===== config.mk =====
export PLATFORM = sky130hd
export DESIGN_NAME = spin_in_place_velocity_profile
export DESIGN_NICKNAME = d
export VERILOG_FILES = /design/src/hdl/spvp_pkg.sv /design/src/hdl/spvp_sqrt.sv /design/src/hdl/spin_in_place_velocity_profile.sv
export SDC_FILE = /design/constraint.sdc
export NUM_CORES = 2
export LEC_CHECK = 0
export ABC_AREA = 1
export BUFFER_PORTS_ARGS = -buffer_cell sky130_fd_sc_hd__clkbuf_2
export CAP_MARGIN = 20
export CORE_ASPECT_RATIO = 1.1
export CORE_MARGIN = 2
export CORE_UTILIZATION = 28
export CTS_CLUSTER_DIAMETER = 40
export CTS_CLUSTER_SIZE = 12
export DETAILED_ROUTE_END_ITERATION = 8
export PLACE_DENSITY_LB_ADDON = 0.12
export REMOVE_ABC_BUFFERS = 1
export SLEW_MARGIN = 10
export SYNTH_ARGS = -nofsm -noshare
export SYNTH_HDL_FRONTEND = slang
export SYNTH_SLANG_ARGS = --single-unit

===== constraint.sdc =====
create_clock -name aclk -period 8.5 [get_ports aclk]
set_input_delay 2.55 -clock aclk [delete_from_list [all_inputs] [get_ports aclk]]
set_output_delay 2.55 -clock aclk [all_outputs]
set_load 0.01 [all_outputs]

===== src/hdl/spvp_pkg.sv =====
// spin-in-place velocity profile: shared types, codes and constants
// used by the top level, the square-root unit and the checker
`timescale 1ns / 1ps

package spvp_pkg;

    // configuration register indexes
    localparam logic [2:0] CFG_TARGET_ANGLE = 3'd0;
    localparam logic [2:0] CFG_MAX_VELOCITY = 3'd1;
    localparam logic [2:0] CFG_MIN_VELOCITY = 3'd2;
    localparam logic [2:0] CFG_ACCEL_LIMIT  = 3'd3;
    localparam logic [2:0] CFG_TIME_ALLOW   = 3'd4;

    // register reset values
    localparam logic [14:0] TARGET_ANGLE_RST = 15'd6431;
    localparam logic [14:0] MAX_VELOCITY_RST = 15'd4096;
    localparam logic [14:0] MIN_VELOCITY_RST = 15'd1638;
    localparam logic [14:0] ACCEL_LIMIT_RST  = 15'd13107;
    localparam logic [15:0] TIME_ALLOW_RST   = 16'd0;

    // angle constants, q4.12 radians
    localparam logic [15:0]        PI_Q12     = 16'd12868;
    localparam logic signed [16:0] TWO_PI_Q12 = 17'sd25736;
    localparam logic signed [18:0] ACC_MAX    = 19'sd131071;
    localparam logic signed [18:0] ACC_MIN    = -19'sd131072;

    // width of the packed payloads
    localparam int S_TDATA_W = 40;
    localparam int M_TDATA_W = 40;

    // square-root unit: radicand bits and steps (one result bit per step)
    localparam int SQRT_W     = 32;
    localparam int SQRT_STEPS = SQRT_W / 2;

    // input action codes
    localparam logic ACT_START = 1'b0;
    localparam logic ACT_TICK  = 1'b1;

    // result status codes
    typedef enum logic [2:0] {
        STAT_IDLE      = 3'd0,
        STAT_RUNNING   = 3'd1,
        STAT_SUCCEEDED = 3'd2,
        STAT_TIMED_OUT = 3'd3,
        STAT_COLLISION = 3'd4
    } status_t;

    // sequencer states
    typedef enum logic [2:0] {
        ST_IDLE,
        ST_UNWRAP,
        ST_REMAIN,
        ST_MUL,
        ST_ROOT_GO,
        ST_ROOT_WAIT,
        ST_CLAMP,
        ST_EMIT
    } state_t;

    // control into the square-root unit
    typedef struct packed {
        logic start;
    } sqrt_ctrl_t;

    // status back from the square-root unit
    typedef struct packed {
        logic busy;
        logic done;
    } sqrt_stat_t;

endpackage


===== src/hdl/spvp_sqrt.sv =====
// iterative integer square root, one result bit per cycle
// depends on spvp_pkg for widths and the control/status structs
`timescale 1ns / 1ps

module spvp_sqrt (
    input  logic                         aclk,
    input  logic                         aresetn,
    input  spvp_pkg::sqrt_ctrl_t         ctrl,
    input  logic [spvp_pkg::SQRT_W-1:0]  radicand,
    output spvp_pkg::sqrt_stat_t         stat,
    output logic [spvp_pkg::SQRT_W/2-1:0] root
);
    import spvp_pkg::*;

    localparam int STEP_W = $clog2(SQRT_STEPS);

    logic [SQRT_W-1:0] rem_reg,  rem_next;
    logic [SQRT_W-1:0] root_reg, root_next;
    logic [SQRT_W-1:0] bit_reg,  bit_next;
    logic [STEP_W-1:0] step_reg, step_next;
    logic              busy_reg, busy_next;
    logic              done_reg, done_next;
    logic [SQRT_W:0]   trial;

    // one restoring step: try subtracting root + bit
    always_comb begin
        trial     = {1'b0, root_reg} + {1'b0, bit_reg};
        rem_next  = rem_reg;
        root_next = root_reg;
        bit_next  = bit_reg;
        step_next = step_reg;
        busy_next = busy_reg;
        done_next = 1'b0;
        if (ctrl.start) begin
            rem_next  = radicand;
            root_next = '0;
            bit_next  = {2'b01, {(SQRT_W-2){1'b0}}};
            step_next = STEP_W'(SQRT_STEPS - 1);
            busy_next = 1'b1;
        end else if (busy_reg) begin
            if ({1'b0, rem_reg} >= trial) begin
                rem_next  = rem_reg - trial[SQRT_W-1:0];
                root_next = (root_reg >> 1) + bit_reg;
            end else begin
                root_next = root_reg >> 1;
            end
            bit_next = bit_reg >> 2;
            if (step_reg == '0) begin
                busy_next = 1'b0;
                done_next = 1'b1;
            end else begin
                step_next = step_reg - 1'b1;
            end
        end
    end

    // control flags reset, working registers do not
    always_ff @(posedge aclk) begin
        if (!aresetn) begin
            busy_reg <= 1'b0;
            done_reg <= 1'b0;
        end else begin
            busy_reg <= busy_next;
            done_reg <= done_next;
        end
        rem_reg  <= rem_next;
        root_reg <= root_next;
        bit_reg  <= bit_next;
        step_reg <= step_next;
    end

    assign stat.busy = busy_reg;
    assign stat.done = done_reg;
    assign root      = root_reg[SQRT_W/2-1:0];

endmodule


===== src/hdl/spin_in_place_velocity_profile.sv =====
// top level of the in-place rotation speed controller
// depends on spvp_pkg and instantiates spvp_sqrt
`timescale 1ns / 1ps

// Rotation controller with a decelerating speed profile, q4.12 fixed point.
// Input stream (s_): s_tuser is the action (0 start, 1 control tick); s_tdata
// carries yaw, turn_left, goal_angle and collision_ahead. Each transaction
// gives exactly one result transaction on the m_ side (status, angular
// velocity, travelled angle).
// Configuration: cfg_valid/cfg_index/cfg_data write one register per cycle;
// cfg_ready is always high. Write only while the block is idle.
// Steps: a start, an idle tick and a timeout go from acceptance through the
// unwrap step to the emit step, an immediate success also through the
// remaining-angle step; a running tick goes through unwrap, remaining-angle,
// multiply, the 16-step square-root unit (one root bit per cycle) and clamp.
// Items: one at a time; s_tready is high only in the idle state, so the next
// item is taken only once the previous result has gone to the result register.
// The result register holds a finished result while m_tready is low; the
// next item can be accepted and worked on meanwhile, and waits only at the
// end for the result register to drain.
// Reset (aresetn low, synchronous): registers back to their defaults,
// phase idle, accumulated angle zero, no result pending.

module spin_in_place_velocity_profile (
    input  logic                              aclk,
    input  logic                              aresetn,
    // input stream
    input  logic                              s_tvalid,
    output logic                              s_tready,
    // [14:0] yaw, [15] turn_left, [31:16] goal_angle, [32] collision_ahead
    input  logic [spvp_pkg::S_TDATA_W-1:0]    s_tdata,
    // [0] action
    input  logic                              s_tuser,
    // result stream
    output logic                              m_tvalid,
    input  logic                              m_tready,
    // [2:0] status, [18:3] angular_velocity, [36:19] travelled_angle
    output logic [spvp_pkg::M_TDATA_W-1:0]    m_tdata,
    // configuration writes
    input  logic                              cfg_valid,
    output logic                              cfg_ready,
    input  logic [2:0]                        cfg_index,
    input  logic [15:0]                       cfg_data
);
    import spvp_pkg::*;

    // configuration registers
    logic [14:0] target_reg, vmax_reg, vmin_reg, accel_reg;
    logic [15:0] tmo_reg;

    // controller state
    state_t             state_reg, state_next;
    logic               phase_reg, phase_next;
    logic signed [14:0] prev_yaw_reg, prev_yaw_next;
    logic signed [17:0] acc_reg, acc_next;
    logic signed [16:0] cmd_reg, cmd_next;
    logic [15:0]        elapsed_reg, elapsed_next;

    // captured input item
    logic               act_reg;
    logic signed [14:0] yaw_reg;
    logic               turn_reg;
    logic signed [15:0] goal_reg;
    logic               coll_reg;

    // working registers
    logic [15:0]        rem_reg, rem_next;
    logic [31:0]        prod_reg, prod_next;
    status_t            res_status_reg, res_status_next;
    logic signed [15:0] res_vel_reg, res_vel_next;

    // result register
    logic                 out_valid_reg, out_valid_next;
    logic [M_TDATA_W-1:0] out_data_reg, out_data_next;

    // square-root unit
    sqrt_ctrl_t  sq_ctrl;
    sqrt_stat_t  sq_stat;
    logic [15:0] sq_root;

    // combinational arithmetic
    logic [15:0]        goal_abs, mag;
    logic signed [15:0] delta;
    logic [15:0]        delta_abs;
    logic signed [16:0] wrap_mag, delta_w;
    logic signed [18:0] acc_sum;
    logic signed [17:0] acc_sat;
    logic [16:0]        cmd_abs;
    logic [17:0]        acc_abs;
    logic signed [18:0] remaining;
    logic [15:0]        v_lo, v_clamp;
    logic               timed_out, unwrap_exit, remain_exit, out_free;

    logic s_acc;

    assign s_acc     = s_tvalid && s_tready;
    assign s_tready  = (state_reg == ST_IDLE);
    assign cfg_ready = 1'b1;
    assign out_free  = !out_valid_reg || m_tready;

    // arithmetic of the unwrap, remaining-angle and clamp steps
    always_comb begin
        goal_abs  = goal_reg[15] ? 16'(-goal_reg) : 16'(goal_reg);
        mag       = (target_reg != '0) ? {1'b0, target_reg} : goal_abs;

        delta     = 16'(signed'({yaw_reg[14], yaw_reg}) - signed'({prev_yaw_reg[14],
                                                                   prev_yaw_reg}));
        delta_abs = delta[15] ? 16'(-delta) : 16'(delta);
        wrap_mag  = TWO_PI_Q12 - signed'({1'b0, delta_abs});
        if (delta_abs > PI_Q12) begin
            delta_w = prev_yaw_reg[14] ? 17'(-wrap_mag) : wrap_mag;
        end else begin
            delta_w = 17'(delta);
        end
        acc_sum = 19'(acc_reg) + 19'(delta_w);
        if (acc_sum > ACC_MAX) begin
            acc_sat = 18'(ACC_MAX);
        end else if (acc_sum < ACC_MIN) begin
            acc_sat = 18'(ACC_MIN);
        end else begin
            acc_sat = acc_sum[17:0];
        end

        cmd_abs   = cmd_reg[16] ? 17'(-cmd_reg) : 17'(cmd_reg);
        acc_abs   = acc_reg[17] ? 18'(-acc_reg) : 18'(acc_reg);
        remaining = signed'({2'b00, cmd_abs}) - signed'({1'b0, acc_abs});

        v_lo    = (sq_root < {1'b0, vmin_reg}) ? {1'b0, vmin_reg} : sq_root;
        v_clamp = (v_lo > {1'b0, vmax_reg}) ? {1'b0, vmax_reg} : v_lo;

        timed_out   = (tmo_reg != '0) && (elapsed_reg >= tmo_reg);
        unwrap_exit = (act_reg == ACT_START) || !phase_reg || timed_out;
        remain_exit = (remaining < 19'sd1);
    end

    // next state
    always_comb begin
        state_next = state_reg;
        case (state_reg)
            ST_IDLE:      if (s_acc) state_next = ST_UNWRAP;
            ST_UNWRAP:    state_next = unwrap_exit ? ST_EMIT : ST_REMAIN;
            ST_REMAIN:    state_next = remain_exit ? ST_EMIT : ST_MUL;
            ST_MUL:       state_next = ST_ROOT_GO;
            ST_ROOT_GO:   state_next = ST_ROOT_WAIT;
            ST_ROOT_WAIT: if (sq_stat.done) state_next = ST_CLAMP;
            ST_CLAMP:     state_next = ST_EMIT;
            ST_EMIT:      if (out_free) state_next = ST_IDLE;
            default:      state_next = ST_IDLE;
        endcase
    end

    // datapath and outputs of each step
    always_comb begin
        phase_next      = phase_reg;
        prev_yaw_next   = prev_yaw_reg;
        acc_next        = acc_reg;
        cmd_next        = cmd_reg;
        elapsed_next    = elapsed_reg;
        rem_next        = rem_reg;
        prod_next       = prod_reg;
        res_status_next = res_status_reg;
        res_vel_next    = res_vel_reg;
        out_valid_next  = out_valid_reg && !m_tready;
        out_data_next   = out_data_reg;
        sq_ctrl.start   = 1'b0;
        case (state_reg)
            ST_UNWRAP: begin
                res_vel_next = '0;
                if (act_reg == ACT_START) begin
                    prev_yaw_next = yaw_reg;
                    acc_next      = '0;
                    if (mag == '0) begin
                        phase_next      = 1'b0;
                        res_status_next = STAT_SUCCEEDED;
                    end else begin
                        cmd_next        = turn_reg ? signed'({1'b0, mag})
                                                   : 17'(-signed'({1'b0, mag}));
                        elapsed_next    = '0;
                        phase_next      = 1'b1;
                        res_status_next = STAT_RUNNING;
                    end
                end else if (!phase_reg) begin
                    res_status_next = STAT_IDLE;
                end else if (timed_out) begin
                    phase_next      = 1'b0;
                    res_status_next = STAT_TIMED_OUT;
                end else begin
                    if (elapsed_reg != 16'hFFFF) elapsed_next = elapsed_reg + 1'b1;
                    acc_next      = acc_sat;
                    prev_yaw_next = yaw_reg;
                end
            end
            ST_REMAIN: begin
                if (remain_exit) begin
                    phase_next      = 1'b0;
                    res_status_next = STAT_SUCCEEDED;
                end else begin
                    rem_next = remaining[15:0];
                end
            end
            ST_MUL: begin
                prod_next = {accel_reg, 1'b0} * rem_reg;
            end
            ST_ROOT_GO: begin
                sq_ctrl.start = 1'b1;
            end
            ST_CLAMP: begin
                if (coll_reg) begin
                    phase_next      = 1'b0;
                    res_status_next = STAT_COLLISION;
                end else begin
                    res_status_next = STAT_RUNNING;
                    res_vel_next    = cmd_reg[16] ? 16'(-signed'(v_clamp))
                                                  : signed'(v_clamp);
                end
            end
            ST_EMIT: begin
                if (out_free) begin
                    out_valid_next = 1'b1;
                    out_data_next  = {3'b000, acc_reg, res_vel_reg, res_status_reg};
                end
            end
            default: ;
        endcase
    end

    // registers
    always_ff @(posedge aclk) begin
        if (!aresetn) begin
            state_reg     <= ST_IDLE;
            phase_reg     <= 1'b0;
            prev_yaw_reg  <= '0;
            acc_reg       <= '0;
            cmd_reg       <= '0;
            elapsed_reg   <= '0;
            out_valid_reg <= 1'b0;
            target_reg    <= TARGET_ANGLE_RST;
            vmax_reg      <= MAX_VELOCITY_RST;
            vmin_reg      <= MIN_VELOCITY_RST;
            accel_reg     <= ACCEL_LIMIT_RST;
            tmo_reg       <= TIME_ALLOW_RST;
        end else begin
            state_reg     <= state_next;
            phase_reg     <= phase_next;
            prev_yaw_reg  <= prev_yaw_next;
            acc_reg       <= acc_next;
            cmd_reg       <= cmd_next;
            elapsed_reg   <= elapsed_next;
            out_valid_reg <= out_valid_next;
            // configuration write transaction
            if (cfg_valid && cfg_ready) begin
                case (cfg_index)
                    CFG_TARGET_ANGLE: target_reg <= cfg_data[14:0];
                    CFG_MAX_VELOCITY: vmax_reg   <= cfg_data[14:0];
                    CFG_MIN_VELOCITY: vmin_reg   <= cfg_data[14:0];
                    CFG_ACCEL_LIMIT:  accel_reg  <= cfg_data[14:0];
                    CFG_TIME_ALLOW:   tmo_reg    <= cfg_data;
                    default: ;
                endcase
            end
        end
        // input capture on an accepted transaction
        if (s_acc) begin
            act_reg  <= s_tuser;
            yaw_reg  <= signed'(s_tdata[14:0]);
            turn_reg <= s_tdata[15];
            goal_reg <= signed'(s_tdata[31:16]);
            coll_reg <= s_tdata[32];
        end
        rem_reg        <= rem_next;
        prod_reg       <= prod_next;
        res_status_reg <= res_status_next;
        res_vel_reg    <= res_vel_next;
        out_data_reg   <= out_data_next;
    end

    spvp_sqrt u_sqrt (
        .aclk     (aclk),
        .aresetn  (aresetn),
        .ctrl     (sq_ctrl),
        .radicand (prod_reg),
        .stat     (sq_stat),
        .root     (sq_root)
    );

    assign m_tvalid = out_valid_reg;
    assign m_tdata  = out_data_reg;

endmodule


# After elaboration in Yosys (flattened, before gate mapping)

Cells that the tools add are included.

Bits in registers: 370
Latch bits: 0
Bits in writable memories: 0
ROM bits: 0
Input bits: 65
Output and inout port bits: 43
Memories kept: 0

Add/subtract/negate cells: 16
$mul: 1
Divide/modulo/power cells: 0
$lt $le $gt $ge: 8
Equal/unequal tests: 23
Shift-type cells: 0
Muxes and demuxes: 57
Bitwise gates (word level): 6
Reductions and logical operators: 36

Operators with widths:

| cell                                                            | count |
|---|---|
| two-way mux 16 bit                                              | 12 |
| two-way mux 32 bit                                              | 4 |
| two-way mux 18 bit                                              | 6 |
| two-way mux 17 bit                                              | 4 |
| negation 16 bit                                                 | 3 |
| two-way mux 15 bit                                              | 3 |
| negation 17 bit                                                 | 2 |
| adder 32 x 31 -> 33 bit                                         | 1 |
| greater-or-equal comparator 32 x 33 -> 1 bit                    | 1 |
| adder 31 x 31 -> 32 bit                                         | 1 |
| case mux 16 bit (2 select lines)                                | 1 |
| subtractor 32 bit                                               | 1 |
| multiplier 15 x 16 -> 31 bit                                    | 1 |
| two-way mux 3 bit                                               | 10 |
| case mux 3 bit (8 select lines)                                 | 1 |
| AND reduction 2 bit                                             | 10 |
| adder 18 x 17 -> 19 bit                                         | 1 |
| greater-than comparator 19 x 18 -> 1 bit, second input constant | 1 |
| < comparator 19 x 18 -> 1 bit, second input constant            | 1 |
| < comparator 19 x 2 -> 1 bit, second input constant             | 1 |
| subtractor 17 x 18 -> 19 bit                                    | 1 |
| negation 18 bit                                                 | 1 |
| negation 16 -> 17 bit                                           | 1 |
| subtractor 15 x 16 -> 17 bit, first input constant              | 1 |
| other kinds (32)                                                | 78 |

# Longest topological paths before layout

Depth after elaboration: 14
Mapped depth: 46
Gate-level depth less buffers: 44

# By module

A second synthesis with hierarchy kept.

Cells, all modules: 4612
Area total of the unflattened synthesis: 33686.1 µm²

By module, submodules not included:

| module                         | times used | cells an instance | area an instance (µm²) | seq. area each (µm²) |
|---|---|---|---|---|
| spin_in_place_velocity_profile | 1          | 3269              | 25189.2                | 7056.8 |
| spvp_sqrt                      | 1          | 1343              | 8496.9                 | 2042.0 |

# Worst setup path after synthesis

Ideal clock, no wire load.

Kind: register to register
From: reg u_sqrt.root_reg[0]
To: reg u_sqrt.rem_reg[0] (enable)
Library setup time: 466 ps
Arrival time: 6129 ps
Data required time: 8034 ps
Path slack: 1905 ps
Stages on the path, launching flop included: 30
Buffers on the path: 1
Cell sequence: dfxtp_1 > ha_1 > ha_1 > nand2_1 > a21oi_1 > nand2_1 > a21oi_1 > nand4_1 > a31oi_1 > nand2_1 > a21oi_1 > nand2_1 > a21oi_1 > nand2_1 > o21ai_0 > nand2_1 > nand2_1 > nand2_1 > nand2_1 > xor2_1 > ha_1 > nand2_1 > nor4_1 > a221oi_1 > nand2_1 > nand2_1 > nand2_1 > nand2_2 > clkbuf_1 > o21ai_0

Word-level cells in the longest chain between the ends: 4

Ends and longest elaborated chain:

| element                                      | RTL line        | RTL |
|---|---|---|
| start, declared                              | spvp_sqrt.sv:18 | `logic [SQRT_W-1:0] root_reg, root_next;` |
| start signal, assigned                       | spvp_sqrt.sv:67 | `root_reg <= root_next;` |
| adder 32 x 31 -> 33 bit                      | spvp_sqrt.sv:27 | `trial = {1'b0, root_reg} + {1'b0, bit_reg};` |
| greater-or-equal comparator 32 x 33 -> 1 bit | spvp_sqrt.sv:41 | `if ({1'b0, rem_reg} >= trial) begin` |
| nonzero test 2 bit (no line)                 | --              |  |
| AND reduction 2 bit (no line)                | --              |  |
| end signal, assigned                         | spvp_sqrt.sv:66 | `rem_reg <= rem_next;` |
| end, declared                                | spvp_sqrt.sv:17 | `logic [SQRT_W-1:0] rem_reg, rem_next;` |

No other way between the ends.
A chain may end at the register's enable or synchronous reset.

# Worst setup path in the final report

From: reg accel_reg[4]
To: reg prod_reg[29], data pin

Word-level cells in the longest chain between the ends: 1

Ends and longest elaborated chain:

| element                      | RTL line                              | RTL |
|---|---|---|
| start, declared              | spin_in_place_velocity_profile.sv:48  | `logic [14:0] target_reg, vmax_reg, vmin_reg, accel_reg;` |
| start signal, assigned       | spin_in_place_velocity_profile.sv:256 | `CFG_ACCEL_LIMIT: accel_reg <= cfg_data[14:0];` |
| multiplier 15 x 16 -> 31 bit | spin_in_place_velocity_profile.sv:202 | `prod_next = {accel_reg, 1'b0} * rem_reg;` |
| end signal, assigned         | spin_in_place_velocity_profile.sv:271 | `prod_reg <= prod_next;` |
| end, declared                | spin_in_place_velocity_profile.sv:68  | `logic [31:0] prod_reg, prod_next;` |

No other way between the ends.

==> results_dict.tcl <==
set metrics [dict create \
    run_status "complete, no violations" \
    grt_max_degree 67 \
    clock.fmax_mhz 145 \
    post_cts_resized 0 \
    average_via_count_per_standard_cell 4.57 \
    finish.net_count 4916 \
    met2_wirelength_um 50700 \
    gr-usage-all-layers 0.167 \
    cts_post_setup_buffers_inserted 0 \
    clock_tree.root_cell "sky130_fd_sc_hd__clkbuf_16" \
    critical_path.endpoint_type "flip-flop" \
    layout_stage_area_growth_over_the_synthesis_result_pct 16.1 \
    path_clk_slew_ns 0.05 \
    port_buffers 96 \
    max_cap_viol_count 0 \
    tritoncts "built" \
    clock_sinks 370 \
    final-hold-violation-count 0 \
    holdPathStages 0 \
    synth_enable_flop_cells 169 \
    grt_pass1_vias 28000 \
    timing.hold.worst.class "reg -> reg" \
    insertion_delay_ns 0.65 \
    route.top_layer_used "met5" \
    ant_nets 0 \
    diodes 0 \
    grt_first_pass_wirelength_um 154000 \
    met3RoutedLength_um 2910 \
    critical_path.max_fanout 15 \
    detail_placement_hpwl_um 76500 \
    final_period_utilization 0.811 \
    cts-hold-fix-buffers 0 \
    drc_errors 0 \
    ys_seq_area_frac 0.282 \
    detail_route.wirelength.met1_um 41400 \
    grt.overflow.total 0 \
    largest_register_ffs 37 \
    whs_endpoint "m_tdata[11]" \
    critical_path.startpoint "accel_reg[4]" \
    slew-limit-headroom 0.323 \
    crit_path_slowest_cell "sky130_fd_sc_hd__dfxtp_1" \
    worstRegToRegCells 26 \
    setup.reg_to_reg.worst_slack_ns 1.60 \
    yosysWarningCount 0 \
    netlist-cell-type-count 65 \
    cts-buffers-inserted 87 \
    synth_top_flop_cell "sky130_fd_sc_hd__dfxtp_1" \
    worst_ep_required_time_ns 8.88 \
    critPathKind "reg -> reg" \
    critical-path-max-stage-delay_ns 0.81 \
    synth_top_cells_by_count "sky130_fd_sc_hd__nand2_1 (1057), sky130_fd_sc_hd__inv_1 (719), sky130_fd_sc_hd__a21oi_1 (322)" \
    die_y_um 360 \
    wire_per_inst_um 16.4 \
    final.setup.tns_ns 0 \
    final_layout_size_suffix_gt1_frac 0.0872 \
    cells_after_synth 4300 \
    detailedRoute.firstIterationViolations 1167 \
    die_w_um 328 \
    synth.top_cell.area_share 0.157 \
    vias 27400 \
    post-synth-top-area-cell "sky130_fd_sc_hd__edfxtp_1" \
    rsz0062_at_grt "false" \
    synth.top_cells.by_area "sky130_fd_sc_hd__edfxtp_1 (16%), sky130_fd_sc_hd__dfxtp_1 (12%), sky130_fd_sc_hd__nand2_1 (12%), sky130_fd_sc_hd__fa_1 (11%), sky130_fd_sc_hd__ha_1 (10%)" \
    drt_pre_antenna_iters 5 \
    syn_area_per_cell_um2 7.50 \
    cell_with_the_most_instances_after_synthesis "sky130_fd_sc_hd__nand2_1" \
    worst-endpoint-arrival_ns 7.28 \
    share_of_flip_flops_with_an_asynchronous_set_or_reset_after_synthesis 0 \
    cell_area_after_synthesis_mm2 0.0323 \
    io-pin-count 108 \
    min_clock_period_post_route_ns 6.90 \
    synth_seq_cells 370 \
    setup_viol 0 \
    transition_at_the_pin_with_the_smallest_max_transition_slack_ns 1.01 \
    grt_antenna_before_repair 1 \
    clock_skew_ns 0.0311 \
    cts_max_path_buffers 3 \
    fp.coreArea_mm2 0.114 \
    route.final.wire_length_um 98300 \
    critical_register_to_register_path_endpoint "prod_reg[29]" \
    setup.worst_path.start_class "flip-flop" \
    starting_density_of_the_core 0.282 \
    min_from "res_vel_reg[8]" \
    r2r_start "accel_reg[4]" \
    cts.htree.levels 3 \
    rows 130 \
    final_weighted_congestion_of_routability_driven_global_placement 0.830 \
    final_max_slew_viol_count 0 \
    design.die.area_mm2 0.118 \
]
-- how the worst max path moves through the flow --
stage / end / slack (ns) / depth (start not counted)
after floorplan: u_sqrt.rem_reg[0] / 1.77 / 28
after global placement: prod_reg[29] / 1.48 / 26
after detailed placement: prod_reg[29] / 1.47 / 26
after CTS: prod_reg[29] / 1.46 / 26
after global routing: prod_reg[29] / 1.12 / 26
final: prod_reg[29] / 1.60 / 26
-- logic make-up after synthesis --
logic type                 share of synthesized area
AOI/OAI and AO/OA                              0.128
DFF                                            0.282
buffers and inverters                          0.103
xor gates and xnor gates                      0.0489
and+or+nand+nor                                0.219
other                                       0.000233
adders and majority gates                      0.219
-- worst max-delay path, delay by kind of cell (launching register included) --
family | cells | cell delay, ns
and+or+nand+nor | 5 | 0.42
adders and majority gates | 7 | 3.21
AOI/OAI and AO/OA | 9 | 1.94
buffers and inverters | 5 | 0.25
DFF | 1 | 0.81
-- layout by cell type (no fill, tap or decap), types with 95 or more instances in the layout --
| master | n |
|---|---|
| sky130_fd_sc_hd__nand2_1 | 1057 |
| sky130_fd_sc_hd__inv_1 | 717 |
| sky130_fd_sc_hd__a21oi_1 | 322 |
| sky130_fd_sc_hd__ha_1 | 270 |
| sky130_fd_sc_hd__o21ai_0 | 267 |
| sky130_fd_sc_hd__nor2_1 | 232 |
| sky130_fd_sc_hd__dfxtp_1 | 201 |
| sky130_fd_sc_hd__fa_1 | 184 |
| sky130_fd_sc_hd__nand3_1 | 183 |
| sky130_fd_sc_hd__edfxtp_1 | 169 |
| sky130_fd_sc_hd__xor2_1 | 117 |
| sky130_fd_sc_hd__clkbuf_2 | 95 |
-- metal layers --
metal	track usage	up-vias
li1	-	14100
met1	0.192	12700
met2	0.311	365
met3	0.0241	156
met4	0.0579	2
met5	0	-
-- per-stage QoR --
step	utilization	cell area (µm²)	cells	setup WS, ns	hold WS [ns]
after floorplan	-	31700	4165	1.77	0.400
after global placement	0.301	34500	5824	1.48	0.407
after detailed placement	0.301	34500	5824	1.47	0.408
after CTS	0.327	37400	5988	1.46	0.418
after global routing	0.328	37500	5990	1.12	0.428
final	0.328	37500	5990	1.60	0.419
-- cell type report --
type | count | area, µm²
clock buffers | 110 | 2360
fillers | 12300 | 76900
well taps | 1518 | 1900
clock inverters | 54 | 629
inverters | 732 | 2750
multi-input cells | 3063 | 19900
repair buffers | 143 | 853
flip-flops and latches | 370 | 9100
Power is left out: the tool's default activity adds up to more than one toggle a clock period on the data nets, which glitch-free logic cannot reach.
